`config.mk`:
```
export PLATFORM = sky130hd
export DESIGN_NAME = snmt_cell
export DESIGN_NICKNAME = d
export VERILOG_FILES = /design/src/hdl/snmt_pkg.sv /design/src/hdl/snmt_cell.sv
export SDC_FILE = /design/constraint.sdc
export NUM_CORES = 1
export LEC_CHECK = 0
export ABC_CLOCK_PERIOD_IN_PS = 10800
export BUFFER_PORTS_ARGS = -buffer_cell sky130_fd_sc_hd__buf_2
export CORE_UTILIZATION = 40
export CTS_CLUSTER_SIZE = 24
export DETAILED_ROUTE_END_ITERATION = 8
export PLACE_DENSITY = 0.66
export SLEW_MARGIN = 25
export SYNTH_ARGS = -nofsm -noshare
export SYNTH_HDL_FRONTEND = slang
export SYNTH_SLANG_ARGS = --single-unit
export TNS_END_PERCENT = 1
```
`constraint.sdc`:
```
create_clock -name i_clk -period 10.8 [get_ports i_clk]
set_input_delay 2.7 -clock i_clk [delete_from_list [all_inputs] [get_ports i_clk]]
set_output_delay 2.7 -clock i_clk [all_outputs]
set_load 0.02 [all_outputs]
```
`src/hdl/snmt_pkg.sv`:
```
package snmt_pkg;

    // default table size
    localparam int TABLE_ENTRIES_DEF = 64;

    localparam logic [7:0] PROTO_TCP = 8'd6;
    localparam logic [7:0] PROTO_UDP = 8'd17;

    typedef enum logic [1:0] {
        FUNC_ADD     = 2'd0,
        FUNC_DELETE  = 2'd1,
        FUNC_XLATE_IN  = 2'd2,
        FUNC_XLATE_OUT = 2'd3
    } t_func;

    typedef enum logic [2:0] {
        STAT_DONE      = 3'd0,
        STAT_NO_MATCH  = 3'd1,
        STAT_DUPLICATE = 3'd2,
        STAT_FULL      = 3'd3,
        STAT_MISMATCH  = 3'd4,
        STAT_PASSED    = 3'd5
    } t_status;

    typedef struct packed {
        t_func       func;
        logic [7:0]  protocol;
        logic [31:0] lan_ip;
        logic [15:0] lan_port;
        logic [31:0] wan_ip;
        logic [15:0] wan_port;
    } t_req;

    typedef struct packed {
        t_status     status;
        logic [31:0] mapped_ip;
        logic [15:0] mapped_port;
    } t_rsp;

    // address and port of one side of a mapping
    typedef struct packed {
        logic [31:0] ip;
        logic [15:0] port;
    } t_pair;

    // first-hit flags carried along the cell chain
    typedef struct packed {
        logic pub;
        logic prv;
        logic free;
    } t_hits;

endpackage

```
`src/hdl/snmt_cell.sv`:
```
module snmt_cell #(
    parameter int IDX_W    = $clog2(snmt_pkg::TABLE_ENTRIES_DEF),
    parameter int CELL_IDX = 0
) (
    input  logic                i_clk,
    input  logic                i_rst_n,
    input  snmt_pkg::t_req      i_cmd,
    input  logic                i_tok_vld,
    input  snmt_pkg::t_hits     i_tok_hit,
    input  logic [IDX_W-1:0]    i_tok_pub_idx,
    input  logic [IDX_W-1:0]    i_tok_prv_idx,
    input  logic [IDX_W-1:0]    i_tok_free_idx,
    input  snmt_pkg::t_pair     i_tok_data,
    output logic                o_tok_vld,
    output snmt_pkg::t_hits     o_tok_hit,
    output logic [IDX_W-1:0]    o_tok_pub_idx,
    output logic [IDX_W-1:0]    o_tok_prv_idx,
    output logic [IDX_W-1:0]    o_tok_free_idx,
    output snmt_pkg::t_pair     o_tok_data,
    input  logic                i_wr_en,
    input  logic                i_clr_en,
    input  logic [IDX_W-1:0]    i_sel_idx
);

    localparam logic [IDX_W-1:0] MY_IDX = IDX_W'(CELL_IDX);

    // entry held by this cell
    logic            r_valid;
    snmt_pkg::t_pair r_prv;
    snmt_pkg::t_pair r_pub;

    // token register toward the next cell
    logic             r_tok_vld;
    snmt_pkg::t_hits  r_tok_hit;
    logic [IDX_W-1:0] r_tok_pub_idx;
    logic [IDX_W-1:0] r_tok_prv_idx;
    logic [IDX_W-1:0] r_tok_free_idx;
    snmt_pkg::t_pair  r_tok_data;

    snmt_pkg::t_pair  key_pub;
    snmt_pkg::t_pair  key_prv;
    logic             pub_m;
    logic             prv_m;
    logic             sel_me;

    snmt_pkg::t_hits  n_tok_hit;
    logic [IDX_W-1:0] n_tok_pub_idx;
    logic [IDX_W-1:0] n_tok_prv_idx;
    logic [IDX_W-1:0] n_tok_free_idx;
    snmt_pkg::t_pair  n_tok_data;

    assign key_pub = '{ip: i_cmd.wan_ip, port: i_cmd.wan_port};
    assign key_prv = '{ip: i_cmd.lan_ip, port: i_cmd.lan_port};
    assign pub_m   = r_valid && (r_pub == key_pub);
    assign prv_m   = r_valid && (r_prv == key_prv);
    assign sel_me  = (i_sel_idx == MY_IDX);

    always_comb begin
        n_tok_hit      = i_tok_hit;
        n_tok_pub_idx  = i_tok_pub_idx;
        n_tok_prv_idx  = i_tok_prv_idx;
        n_tok_free_idx = i_tok_free_idx;
        n_tok_data     = i_tok_data;
        if (!i_tok_hit.pub && pub_m) begin
            n_tok_hit.pub = 1'b1;
            n_tok_pub_idx = MY_IDX;
            if (i_cmd.func == snmt_pkg::FUNC_XLATE_IN) begin
                n_tok_data = r_prv;
            end
        end
        if (!i_tok_hit.prv && prv_m) begin
            n_tok_hit.prv = 1'b1;
            n_tok_prv_idx = MY_IDX;
            if (i_cmd.func == snmt_pkg::FUNC_XLATE_OUT) begin
                n_tok_data = r_pub;
            end
        end
        if (!i_tok_hit.free && !r_valid) begin
            n_tok_hit.free = 1'b1;
            n_tok_free_idx = MY_IDX;
        end
    end

    always_ff @(posedge i_clk) begin
        if (!i_rst_n) begin
            r_valid   <= 1'b0;
            r_tok_vld <= 1'b0;
        end else begin
            r_tok_vld <= i_tok_vld;
            if (i_wr_en && sel_me) begin
                r_valid <= 1'b1;
            end else if (i_clr_en && sel_me) begin
                r_valid <= 1'b0;
            end
        end
    end

    always_ff @(posedge i_clk) begin
        if (i_wr_en && sel_me) begin
            r_prv <= key_prv;
            r_pub <= key_pub;
        end
        if (i_tok_vld) begin
            r_tok_hit      <= n_tok_hit;
            r_tok_pub_idx  <= n_tok_pub_idx;
            r_tok_prv_idx  <= n_tok_prv_idx;
            r_tok_free_idx <= n_tok_free_idx;
            r_tok_data     <= n_tok_data;
        end
    end

    assign o_tok_vld      = r_tok_vld;
    assign o_tok_hit      = r_tok_hit;
    assign o_tok_pub_idx  = r_tok_pub_idx;
    assign o_tok_prv_idx  = r_tok_prv_idx;
    assign o_tok_free_idx = r_tok_free_idx;
    assign o_tok_data     = r_tok_data;

endmodule

```
# Word-level counts from Yosys, hierarchy flattened
# Index checks and enable logic that the tools add are counted.
# totals
reg_bits	167
mem_bits_ro	0
wordCells	37
out_inout_bits	70
latchBits	0
mem_bits_rw	0
in_bits	186
n_memories	0
# classes
magnitude_cmp	0
muxes	6
n_shift	0
bitwise	0
n_div	0
multipliers	0
n_addsub	0
reduce_logical	13
eq_ne	4
# op_table
op	count
$mux 48	4
$eq 48x48->1	2
$logic_and 1x1->1	7
$logic_not 6->1	1
$eq 2x2->1 const B	2
$logic_not 1->1	4
$mux 1	2
$reduce_bool 2->1	1

# Longest topological paths before layout
# Gate-level depths: netlist of the first run.
# logic_depth
word_depth	6
ltp_mapped	9
mapped_depth_nobuf	6

# Least setup slack after synthesis of the first run
# Ideal clock, no wire load.
# synth_path
path_kind	input to register
from	input port i_sel_idx[3]
to	register r_prv[0] (netlist name) (enable)
arrival_time_ns	5.664
stages	3
slack_ns	4.670
path_buffers	0
required_time_ns	10.333
path_cell_list	or4_1 > nor3_1 > and2_1
# synth_between
elab_chain_len	2
# synth_rtl
item	line	source
from (decl)	snmt_cell.sv:22	input logic [IDX_W-1:0] i_sel_idx
$logic_not 6->1	snmt_cell.sv:56	assign sel_me = (i_sel_idx == MY_IDX);
$logic_and 1x1->1	snmt_cell.sv:99	if (i_wr_en && sel_me) begin
to (signal assigned)	snmt_cell.sv:100	r_prv <= key_prv;
to (decl)	snmt_cell.sv:29	snmt_pkg::t_pair r_prv;
# Every way passes these cells.
# A chain may end at the register's enable or synchronous reset.

==> results.md, run 1 <==
* Outcome: finished, final reports clean
* Area of the die at 20100 um^2
* Multi-input logic area at 2660 um^2
* Worst Path Arrival at 5.70 ns
* CP peak stage delay at about 0.9 ns
* Worst setup margin at about 5.3 ns
* Vias at roughly 5700
* Largest net degree at the start of global routing at about 70
* Die height at 142 um
* Post-synthesis sequential area ratio at 0.639
* Synth Area per Inst at between 10 and 15 um^2
* Clk root buf: clkbuf_16
* Mapped Area at roughly 7800 um^2
* Vias in the first global route at between 5000 and 6000
* Post-Layout Cell Count at 1093
* RSZ-0062 raised after global routing: no
* Cell count along the critical path at 9
* DR iter-0 viols at between 400 and 500
* Port buffer count at around 250
* CP max-delay cell: nand4_1
* Final Hold Fails at 0
* Routed WL at around 22 mm
* Critical path class: input port to flop
* Syn_nets at approximately 770
* Starting Density at 0.413
* Slew @ Worst Pin at about 1 ns
* Post-Place Worst Slack at between 4 and 5 ns
* Worst skew pair latency at around 0.42 ns
* CP max FO at 50
* FF+latch area at 4990 um^2
* Global-route wire length before repair at 33.1 mm
* Clock Skew at about 0.0077 ns
* Initial antenna violation count at 6
* Max Cap Viol at 0
* Slew margin rel. at 0.319
* P per Cell Area at 148 nW/um^2
* Area Growth Syn to Fin at 26.2%
* CP required at between 10 and 15 ns
* Rows at 50
* Final setup violation count at 0
* Share of cells above drive strength 1 at 0.355
* Startpoint Class: input port
* Final Wtd Congestion at just under 0.9
* Delay-heaviest family, CP: simple AND/OR/NAND/NOR gates
* Hold buffers post-CTS at 0
* Resized Gates After CTS at 0
* Peak supply drop at between 0.1 and 0.15 mV
* Setup TNS at 0 ns
* Worst Hold Depth at 1
* Die Span X at 142 um
* GRT overflow at 0
* Min-delay worst type: flop to flop
* Core region area at approximately 19000 um^2
* Setup Buffers After CTS at 0
* Yosys warning count at 0
* Reg2reg path depth at 8
* Leakage power at 3.84 nW
* CTS tree: built
* DP Cell Count at 1057
* Global Route Usage Sum at 0.226
* Fin nets at about 1000
* First drt pass iteration count at 5
* H-Tree Level Count at 4
* Clock tree sinks at 167
* DR vias/cell at 5.25
* Critical Path, Cell by Cell: buf_2 -> xnor2_1 -> nand4_1 -> nor4_4 -> buf_4 -> nand4_1 -> buf_4 -> nand2_1 -> a2bb2oi_1
* I/O pin cnt at 256
* Dpl hpwl at about 16 mm
* Max-slew violation count at 0
* Worst Path Buf+Inv at 3
* DR DRC count at 0
* CP Capture Type: flop
* Post-route ant nets at 0
* # fillers at 1720
* Routed len/inst at approximately 20 um
* Clock slew at reported path FFs at about 0.070 ns
* Seq cells post-synth at 167
* Synthesized netlist cell count at 579
* Clk buf depth at 2
* Final Cycle Share at 0.513
* Post-layout min period at roughly 5.5 ns
* Max Fclk at 180 MHz
* Yosys cell types at 30
* CTS buffer count at 17
## worst reg2reg max path: stages, from the launching register on
cell and delay [ns]:
edfxtp_1 0.41, xnor2_1 0.24, nand4_1 0.20, nor4_4 0.28
buf_4 0.44, nand4_1 0.90, buf_4 0.60, nand2_1 0.18
a2bb2oi_1 0.07
## worst paths after layout
check                           slack (ns)       from        endpoint
worst max-delay path                  5.26  i_cmd[21]  o_tok_data[27]
worst min-delay path                  0.57    r_valid    o_tok_hit[0]
worst max register to register        7.23  r_pub[21]  o_tok_data[27]
worst min register to register        0.57    r_valid    o_tok_hit[0]
## metal layers
| metal | vias to the layer above | part of all wire | GRT usage |
|---|---|---|---|
| met1 | 2774 | 0.45 | 0.312 |
| met5 | - | 0.0011 | 0 |
| met2 | 228 | 0.47 | 0.351 |
| met3 | 28 | 0.063 | 0.0547 |
| li1 | 2699 | - | - |
| met4 | 4 | 0.019 | 0.0736 |
## layout by cell type, fill, tap and decap left out, types with 11 or more instances in the layout
cell type  instances
a21oi_1           49
a2bb2oi_1         48
and2_1            14
and4_1            48
buf_2            246
clkbuf_16         17
edfxtp_1         165
nand2_1           51
nand4_1           17
nor2b_1           11
xnor2_1           47
xor2_1            41
## area by class of cell
| class | instances | share of cell area |
|---|---|---|
| Clock inverter | 15 | 0.0131 |
| Multi-Input combinational cell | 372 | 0.270 |
| Tap cell | 260 | 0.0330 |
| Clock buffer | 17 | 0.0432 |
| Sequential cell | 167 | 0.507 |
| Timing Repair Buffer | 254 | 0.131 |
| Inverter | 4 | 0.00152 |
| Antenna cell | 4 | 0.00102 |
## logic make-up (layout without fill, tap and decap cells)
| group | count (synthesis) | after routing | share of synthesized area |
|---|---|---|---|
| buf+inv | 40 | 290 | 0.0229 |
| simple gates | 183 | 183 | 0.146 |
| other cells | 0 | 4 | 0 |
| compound gates | 101 | 101 | 0.0929 |
| xor+xnor | 88 | 88 | 0.0987 |
| flops | 167 | 167 | 0.639 |
## sequential cells by signal, indices dropped and copies added, names as in the netlist
| signal | flops |
|---|---|
| o_tok_vld | 1 |
| r_pub | 48 |
| o_tok_data | 48 |
| o_tok_prv_idx | 6 |
| r_prv | 48 |
| o_tok_pub_idx | 6 |
| o_tok_hit | 3 |
| r_valid | 1 |
| o_tok_free_idx | 6 |
## synthesized netlist by cell type
cell,count,share of area
a2111oi_4,1,0.0035
a21oi_1,49,0.031
a222oi_1,1,0.0013
a2bb2oi_1,48,0.054
and2_1,16,0.013
and4_1,48,0.054
buf_2,5,0.0032
buf_6,3,0.0043
clkbuf_1,28,0.013
dfxtp_1,2,0.0051
edfxtp_1,165,0.63
inv_1,4,0.0019
nand2_1,51,0.025
nand2b_1,10,0.0080
nand3_1,3,0.0019
nand4_1,17,0.014
nand4b_1,1,0.0011
nor2_1,3,0.0014
nor2b_1,12,0.0096
nor3_1,4,0.0026
nor4_1,11,0.0088
nor4_2,1,0.0016
nor4b_1,2,0.0022
o2111a_1,2,0.0029
or2_2,1,0.00080
or3_1,1,0.00080
or3_4,1,0.0014
or4_1,1,0.00096
xnor2_1,47,0.053
xor2_1,41,0.046
## metrics by stage
stage               total power [mW]  hold slack, ns  area, um^2   util
detailed placement             0.891           0.556        9290  0.492
global placement               0.889           0.536        9290  0.492
finish                          1.46           0.567        9850  0.522
global route                    1.51           0.592        9850  0.521
CTS                             1.47           0.570        9840  0.521
floorplan                      0.818           0.480        7810      -
## report_power, final
part           switching [mW]  internal, mW
combinational          0.0765        0.0561
sequential            0.00654         0.737
clock                   0.266         0.319
total                   0.349          1.11
(Power assumes the default switching activity.)
==> run 2, diff against run 1 <==
--- a/config.mk
+++ b/config.mk
@@ -5,7 +5,7 @@
 export SDC_FILE = /design/constraint.sdc
 export NUM_CORES = 1
 export LEC_CHECK = 0
-export ABC_CLOCK_PERIOD_IN_PS = 10800
+export ABC_CLOCK_PERIOD_IN_PS = 5500
 export BUFFER_PORTS_ARGS = -buffer_cell sky130_fd_sc_hd__buf_2
 export CORE_UTILIZATION = 40
 export CTS_CLUSTER_SIZE = 24
==> constraint.sdc (replaced) <==
create_clock -name i_clk -period 5.5 [get_ports i_clk]
set_input_delay 1.375 -clock i_clk [delete_from_list [all_inputs] [get_ports i_clk]]
set_output_delay 1.375 -clock i_clk [all_outputs]
set_load 0.02 [all_outputs]
==> run 2 against run 1 <==
Against the previous run:
- worst setup slack got worse by 3.1 ns
- highest routed layer unchanged
- largest power group unchanged
- first-iteration DRC count is 11% lower
- non-clock buffer count grew 2
- critical path type unchanged
- final cell count did not move
- cell area decreased by 0.17%
- utilization is 0.086 points lower
- die area unchanged
- via count is 0.75% lower
- register-to-register slack got worse by 4.6 ns
- global-route usage is 0.37 points lower
- combinational power increased by 97%
==> results.md, run 2 (synthesis gave the netlist of run 1 again) <==
* Outcome: finished, final reports clean
* Max Fclk at 296 MHz
* Starting Density at 0.413 (unchanged)
* Seq pwr share at 0.523 (+0.014)
* Routed WL at 22.2 mm (-0.84%)
* Worst skew pair latency at 0.42 ns (about the same)
* Final setup violation count at 0 (unchanged)
* Global-route wire length before repair at 32.4 mm (-2.2%)
* Worst setup margin at 2.13 ns (-3.13 ns)
* Final Cycle Share at 0.613
* CP peak stage delay at 0.62 ns (-0.26 ns)
* Sw Share at 0.236 (-0.00323)
* Sw Pwr at 659 uW (+88%)
* Global route hottest layer: met2
* Area of the die at 20100 um^2 (unchanged)
* Setup Buffers After CTS at 0 (unchanged)
* Worst Path Buf+Inv at 1 (-2)
* # fillers at 1724 (+0.23%)
* Met1 Use GR at 0.302 (-0.0100)
* Clock Skew at 0.00747 ns (-0.000188 ns)
* Post-Layout Cell Count at 1093 (unchanged)
* Slew margin rel. at 0.365 (+0.0455)
* CP required at 5.66 ns (-5.30 ns)
* Final Hold Fails at 0 (unchanged)
* Initial antenna violation count at 2 (-4)
* GRT overflow at 0 (unchanged)
* Most frequent cells in the layout: 246 x buf_2, 165 x edfxtp_1, 51 x nand2_1
* Pint at 2.13 mW (+92%)
* DR iter-0 viols at 381 (-11%)
* Hold buffers post-CTS at 0 (unchanged)
* GR Util met3 at 0.0533 (-0.00135)
* CP Capture Type: flop
* CTS tree: built
* Commonest non-fill, non-tap cell in the layout: buf_2
* Share of cells above drive strength 1 at 0.351 (-0.00326)
* Critical path class: input port to flop
* Vias in the first global route at 5563 (-1.0%)
* Max Cap Viol at 0 (unchanged)
* Post-layout min period at between 3 and 4 ns
* Min-delay worst type: flop to flop
* Vias at 5690 (-0.75%)
* Final Wtd Congestion at 0.829 (-4.5%)
* Leakage power at 3.83 nW (-0.36%)
* Delay-heaviest family, CP: simple AND/OR/NAND/NOR gates
* CTS buffer count at 17 (unchanged)
* H-Tree Level Count at 4 (unchanged)
* Clk buf depth at 2 (unchanged)
* Setup TNS at 0 ns (unchanged)
* Clock tree sinks at 167 (unchanged)
* CP max FO at 48 (-4.0%)
* Dpl hpwl at 16.0 mm (+0.59%)
* CP max-delay cell: or3_4
* Rows at 50 (unchanged)
* Fin nets at 1004 (+0.20%)
* Critical Path, Cell by Cell: buf_2 -> xor2_1 -> nor4b_1 -> nand4_1 -> or3_1 -> or3_4 -> a2bb2oi_1
* Slew @ Worst Pin at 0.953 ns (-0.0653 ns)
* DR DRC count at 0 (unchanged)
* Core region area at 18900 um^2 (unchanged)
* Clk root buf: clkbuf_16
* Combinational share of power at 0.094 (+0.003)
* I/O pin cnt at 256 (unchanged)
* Port buffer count at 247 (unchanged)
* Die Span X at 142 um (unchanged)
* Startpoint Class: input port
* Worst Path Arrival at 3.53 ns (-2.17 ns)
* Routed len/inst at 20.3 um (-0.84%)
* Grt met2 use at 0.356 (+0.00493)
* DP Cell Count at 1059 (+0.19%)
* Die height at 142 um (unchanged)
* Post-route ant nets at 0 (unchanged)
* Max-slew violation count at 0 (unchanged)
* Area Growth Syn to Fin at 25.9%
* Global Route Usage Sum at 0.222 (-0.00374)
* Largest net degree at the start of global routing at 71 (unchanged)
* Clock share of power at 0.383 (-0.017)
* DR vias/cell at 5.21 (-0.75%)
* First drt pass iteration count at 5 (unchanged)
* P per Cell Area at 284 nW/um^2 (+91%)
* Clock slew at reported path FFs at 0.06 ns (about the same)
* Resized Gates After CTS at 0 (unchanged)
* Peak supply drop at 0.224 mV (+110%)
* RSZ-0062 raised after global routing: no
* Post-Place Worst Slack at 1.66 ns (-3.19 ns)
run 2: per-stage QoR:
| step | cell area, um^2 | hold WS, ns | total power, mW | util |
|---|---|---|---|---|
| after detailed placement | 9320 | 0.547 | 1.75 | 0.493 |
| final | 9840 | 0.553 | 2.79 | 0.521 |
| after CTS | 9830 | 0.560 | 2.81 | 0.520 |
| after global routing | 9840 | 0.585 | 2.88 | 0.521 |
| after global placement | 9320 | 0.537 | 1.75 | 0.493 |
| after floorplan | 7810 | 0.480 | 1.61 | - |
run 2: worst paths after layout:
path / start / end / slack (ns) / depth (start not counted)
worst max register to register: r_pub[29] / o_tok_data[21] / 2.65 / 7
worst min register to register: r_valid / o_tok_hit[0] / 0.55 / 1
worst max-delay path: i_cmd[79] / o_tok_data[30] / 2.13 / 7
worst min-delay path: r_valid / o_tok_hit[0] / 0.55 / 1
run 2: area by class of cell:
type	instances	area [um^2]	share of cell area
clock inverter	12	78.8	0.00801
tap	260	325	0.0331
sequential	167	4990	0.508
timing repair buffer	256	1320	0.134
clock buffer	20	437	0.0444
multi-input combinational	372	2660	0.271
antenna	2	5.00	0.000509
inverter	4	15.0	0.00153
run 2: power by group through the flow:
stage               Combinational, mW  Sequential, mW  Clock (mW)
floorplan                      0.0643            1.54           0
finish                          0.262            1.46        1.07
CTS                             0.264            1.46        1.09
global placement                0.259            1.49           0
detailed placement              0.263            1.49           0
global route                    0.283            1.46        1.13
run 2: per-layer routing:
| metal | wire length (um) | share of wire |
|---|---|---|
| met5 | 10 | 0.00045 |
| met4 | 279 | 0.013 |
| met3 | 1440 | 0.065 |
| met2 | 10400 | 0.47 |
| met1 | 10100 | 0.45 |
==> run 3, diff against run 2 <==
--- a/config.mk
+++ b/config.mk
@@ -5,7 +5,8 @@
 export SDC_FILE = /design/constraint.sdc
 export NUM_CORES = 1
 export LEC_CHECK = 0
-export ABC_CLOCK_PERIOD_IN_PS = 5500
+export ABC_AREA = 1
+export ABC_CLOCK_PERIOD_IN_PS = 3050
 export BUFFER_PORTS_ARGS = -buffer_cell sky130_fd_sc_hd__buf_2
 export CORE_UTILIZATION = 40
 export CTS_CLUSTER_SIZE = 24
==> constraint.sdc (replaced) <==
create_clock -name i_clk -period 3.05 [get_ports i_clk]
set_input_delay 0.7625 -clock i_clk [delete_from_list [all_inputs] [get_ports i_clk]]
set_output_delay 0.7625 -clock i_clk [all_outputs]
set_load 0.02 [all_outputs]
==> run 3 against run 2 <==
Against the previous run:
- synthesized cell count increased by 84%
- clock skew grew 0.0065 ns
- flip-flop and latch count stayed put
- critical endpoint is now o_tok_data[7]
==> results.md, run 3 <==
* Multi-input logic area at 3130 um^2 (+18%)
* # fillers at 2099 (+22%)
* Critical Path, Cell by Cell: buf_2 -> inv_1 -> or2_2 -> nand4_1 -> nor2_1 -> nand2_1 -> nor2_1 -> nand3_2 -> buf_4 -> nand3_1 -> nand2_1 -> inv_1
* Dpl hpwl at 17.0 mm (+5.9%)
* Mapped Area at 9160 um^2 (+17%)
* Setup Buffers After CTS at 0 (unchanged)
* Synthesized netlist cell count at 1066 (+84%)
* Slew @ Worst Pin at 0.622 ns (-0.331 ns)
* Outcome: finished, final reports clean
* Reg2reg path depth at 10 (+3)
* Commonest non-fill, non-tap cell in the layout: nand2_1
* CP max FO at 48 (unchanged)
* DR vias/cell at 4.63 (-11%)
* RSZ-0062 raised after global routing: no
* DR DRC count at 0 (unchanged)
* Routed len/inst at 14.8 um (-27%)
* Worst skew pair latency at 0.43 ns (about the same)
* CTS tree: built
* CP peak stage delay at 0.53 ns (-0.09 ns)
* Clock slew at reported path FFs at 0.07 ns (about the same)
* Vias at 7446 (+31%)
* Resized Gates After CTS at 0 (unchanged)
* Worst hold slack at 0.529 ns (-0.0242 ns)
* Port buffer count at 247 (unchanged)
* Largest net degree at the start of global routing at 54 (-24%)
* Global-route wire length before repair at 37.4 mm (+15%)
* DR iter-0 viols at 512 (+34%)
* Max Cap Viol at 0 (unchanged)
* Hold buffers post-CTS at 0 (unchanged)
* Clock tree sinks at 167 (unchanged)
* Share of cells above drive strength 1 at 0.292 (-0.0590)
* CP max-delay cell: buf_4
* Die Span X at 153 um (+8.2%)
* CP required at 3.23 ns (-2.43 ns)
* Max-slew violation count at 0 (unchanged)
* Peak supply drop at 0.269 mV (+20%)
* FF+latch area at 4990 um^2 (unchanged)
* Final Hold Fails at 0 (unchanged)
* Final setup violation count at 0 (unchanged)
* Area Growth Syn to Fin at 23.6%
* Die height at 153 um (+8.2%)
* Syn_nets at 1252 (+64%)
* Final Cycle Share at 0.728
* Yosys warning count at 0 (unchanged)
* CP Capture Type: flop
* Worst Hold Depth at 1 (unchanged)
* Most used DFF post-synth: edfxtp_1
* Synth Area per Inst at 8.59 um^2 (-36%)
* P per Cell Area at 476 nW/um^2 (+68%)
* Top cells by count, synth: 344 x nand2_1, 206 x inv_1, 165 x edfxtp_1
* Seq cells post-synth at 167 (unchanged)
* Initial antenna violation count at 5 (+3)
* Post-layout min period at 2.22 ns
* Fin nets at 1501 (+50%)
* Slew margin rel. at 0.586 (+0.221)
* Final Wtd Congestion at 0.803 (-3.1%)
* Setup TNS at 0 ns (unchanged)
* Core region area at 22200 um^2 (+17%)
* Post-synth EDFFs at 165 (unchanged)
* Rows at 54 (+8.0%)
* Clock Skew at 0.0140 ns (+0.00650 ns)
* Cell with the most instances after synthesis: nand2_1
* Routed WL at 23.9 mm (+7.5%)
* Total Power at 5.39 mW (+93%)
* Most area-hungry cell type in the Yosys netlist: edfxtp_1
* H-Tree Level Count at 4 (unchanged)
* GRT overflow at 0 (unchanged)
* Starting Density at 0.413 (about the same)
* Critical path class: input port to flop
* Area of the die at 23500 um^2 (+17%)
* Clk buf depth at 2 (unchanged)
* FFs w/ async S/R, synth at 0 (unchanged)
* Most frequent cells in the layout: 343 x nand2_1, 246 x buf_2, 205 x inv_1
* Post-synth top area share at 0.541 (-0.0932)
* Vias in the first global route at 7282 (+31%)
* Worst Path Arrival at 2.40 ns (-1.13 ns)
* Post-synthesis sequential area ratio at 0.546 (-0.0939)
* Max Fclk at roughly 450 MHz
* CTS buffer count at 17 (unchanged)
* Area contributors post-synth: edfxtp_1 54%, nand2_1 14%, inv_1 8.4%
* Yosys cell types at 26 (-13%)
* Startpoint Class: input port
* Leakage power at 5.65 nW (+47%)
* Min-delay worst type: input port to flop
* Post-route ant nets at 0 (unchanged)
* Clk root buf: clkbuf_16
* First drt pass iteration count at 5 (unchanged)
* I/O pin cnt at 256 (unchanged)
* Global Route Usage Sum at 0.207 (-0.0151)
## run 3: layout make-up
type,count,share of cell area
Clock inverter,12,0.0126
Multi-Input combinational cell,644,0.277
Clock buffer,19,0.0383
Tap cell,280,0.0310
Inverter,225,0.0750
Timing Repair Buffer,260,0.125
Antenna cell,1,0.000221
Sequential cell,167,0.441
## run 3: power breakdown
| group | switching, mW | total, mW | internal, mW | leakage (nW) |
|---|---|---|---|---|
| logic | 0.340 | 0.588 | 0.248 | 3.82 |
| registers | 0.0212 | 2.63 | 2.61 | 1.55 |
| clock network | 0.955 | 2.17 | 1.22 | 0.267 |
| total | 1.32 | 5.39 | 4.07 | 5.65 |
## run 3: cell families (layout without fill, tap and decap cells)
family | Yosys count | count (layout) | synth area share
compound gates | 9 | 9 | 0.00519
xor+xnor | 20 | 20 | 0.0191
buf+inv | 255 | 516 | 0.115
flops | 167 | 167 | 0.546
mux | 48 | 48 | 0.0590
other cells | 0 | 1 | 0
simple gates | 567 | 567 | 0.256
## run 3: metal layers
layer,global-route usage,vias up,share of wire
met3,0.0627,24,0.077
met4,0.0467,6,0.0090
li1,-,3809,-
met2,0.356,269,0.48
met1,0.256,3338,0.43
met5,0,-,0.0017
## run 3: final timing paths
path	end	start	slack (ns)
worst max-delay path	o_tok_data[7]	i_cmd[55]	0.83
worst min-delay path	r_pub[0]	i_cmd[0]	0.53
worst max register to register	o_tok_data[7]	r_prv[7]	0.86
worst min register to register	o_tok_data[17]	r_pub[17]	0.63
## run 3: per-stage QoR
stage / setup slack [ns] / area (um^2) / util / cells
after floorplan: 0.225 / 9160 / - / 1066
after global placement: 0.390 / 10700 / 0.484 / 1576
after detailed placement: 0.359 / 10700 / 0.484 / 1576
after CTS: 0.813 / 11300 / 0.510 / 1607
after global routing: 0.640 / 11300 / 0.510 / 1607
final: 0.829 / 11300 / 0.511 / 1608
## run 3: worst max-delay path, delay by kind of cell
kind | cells | cell delay (ns)
simple gates | 8 | 0.91
buf+inv | 4 | 0.71
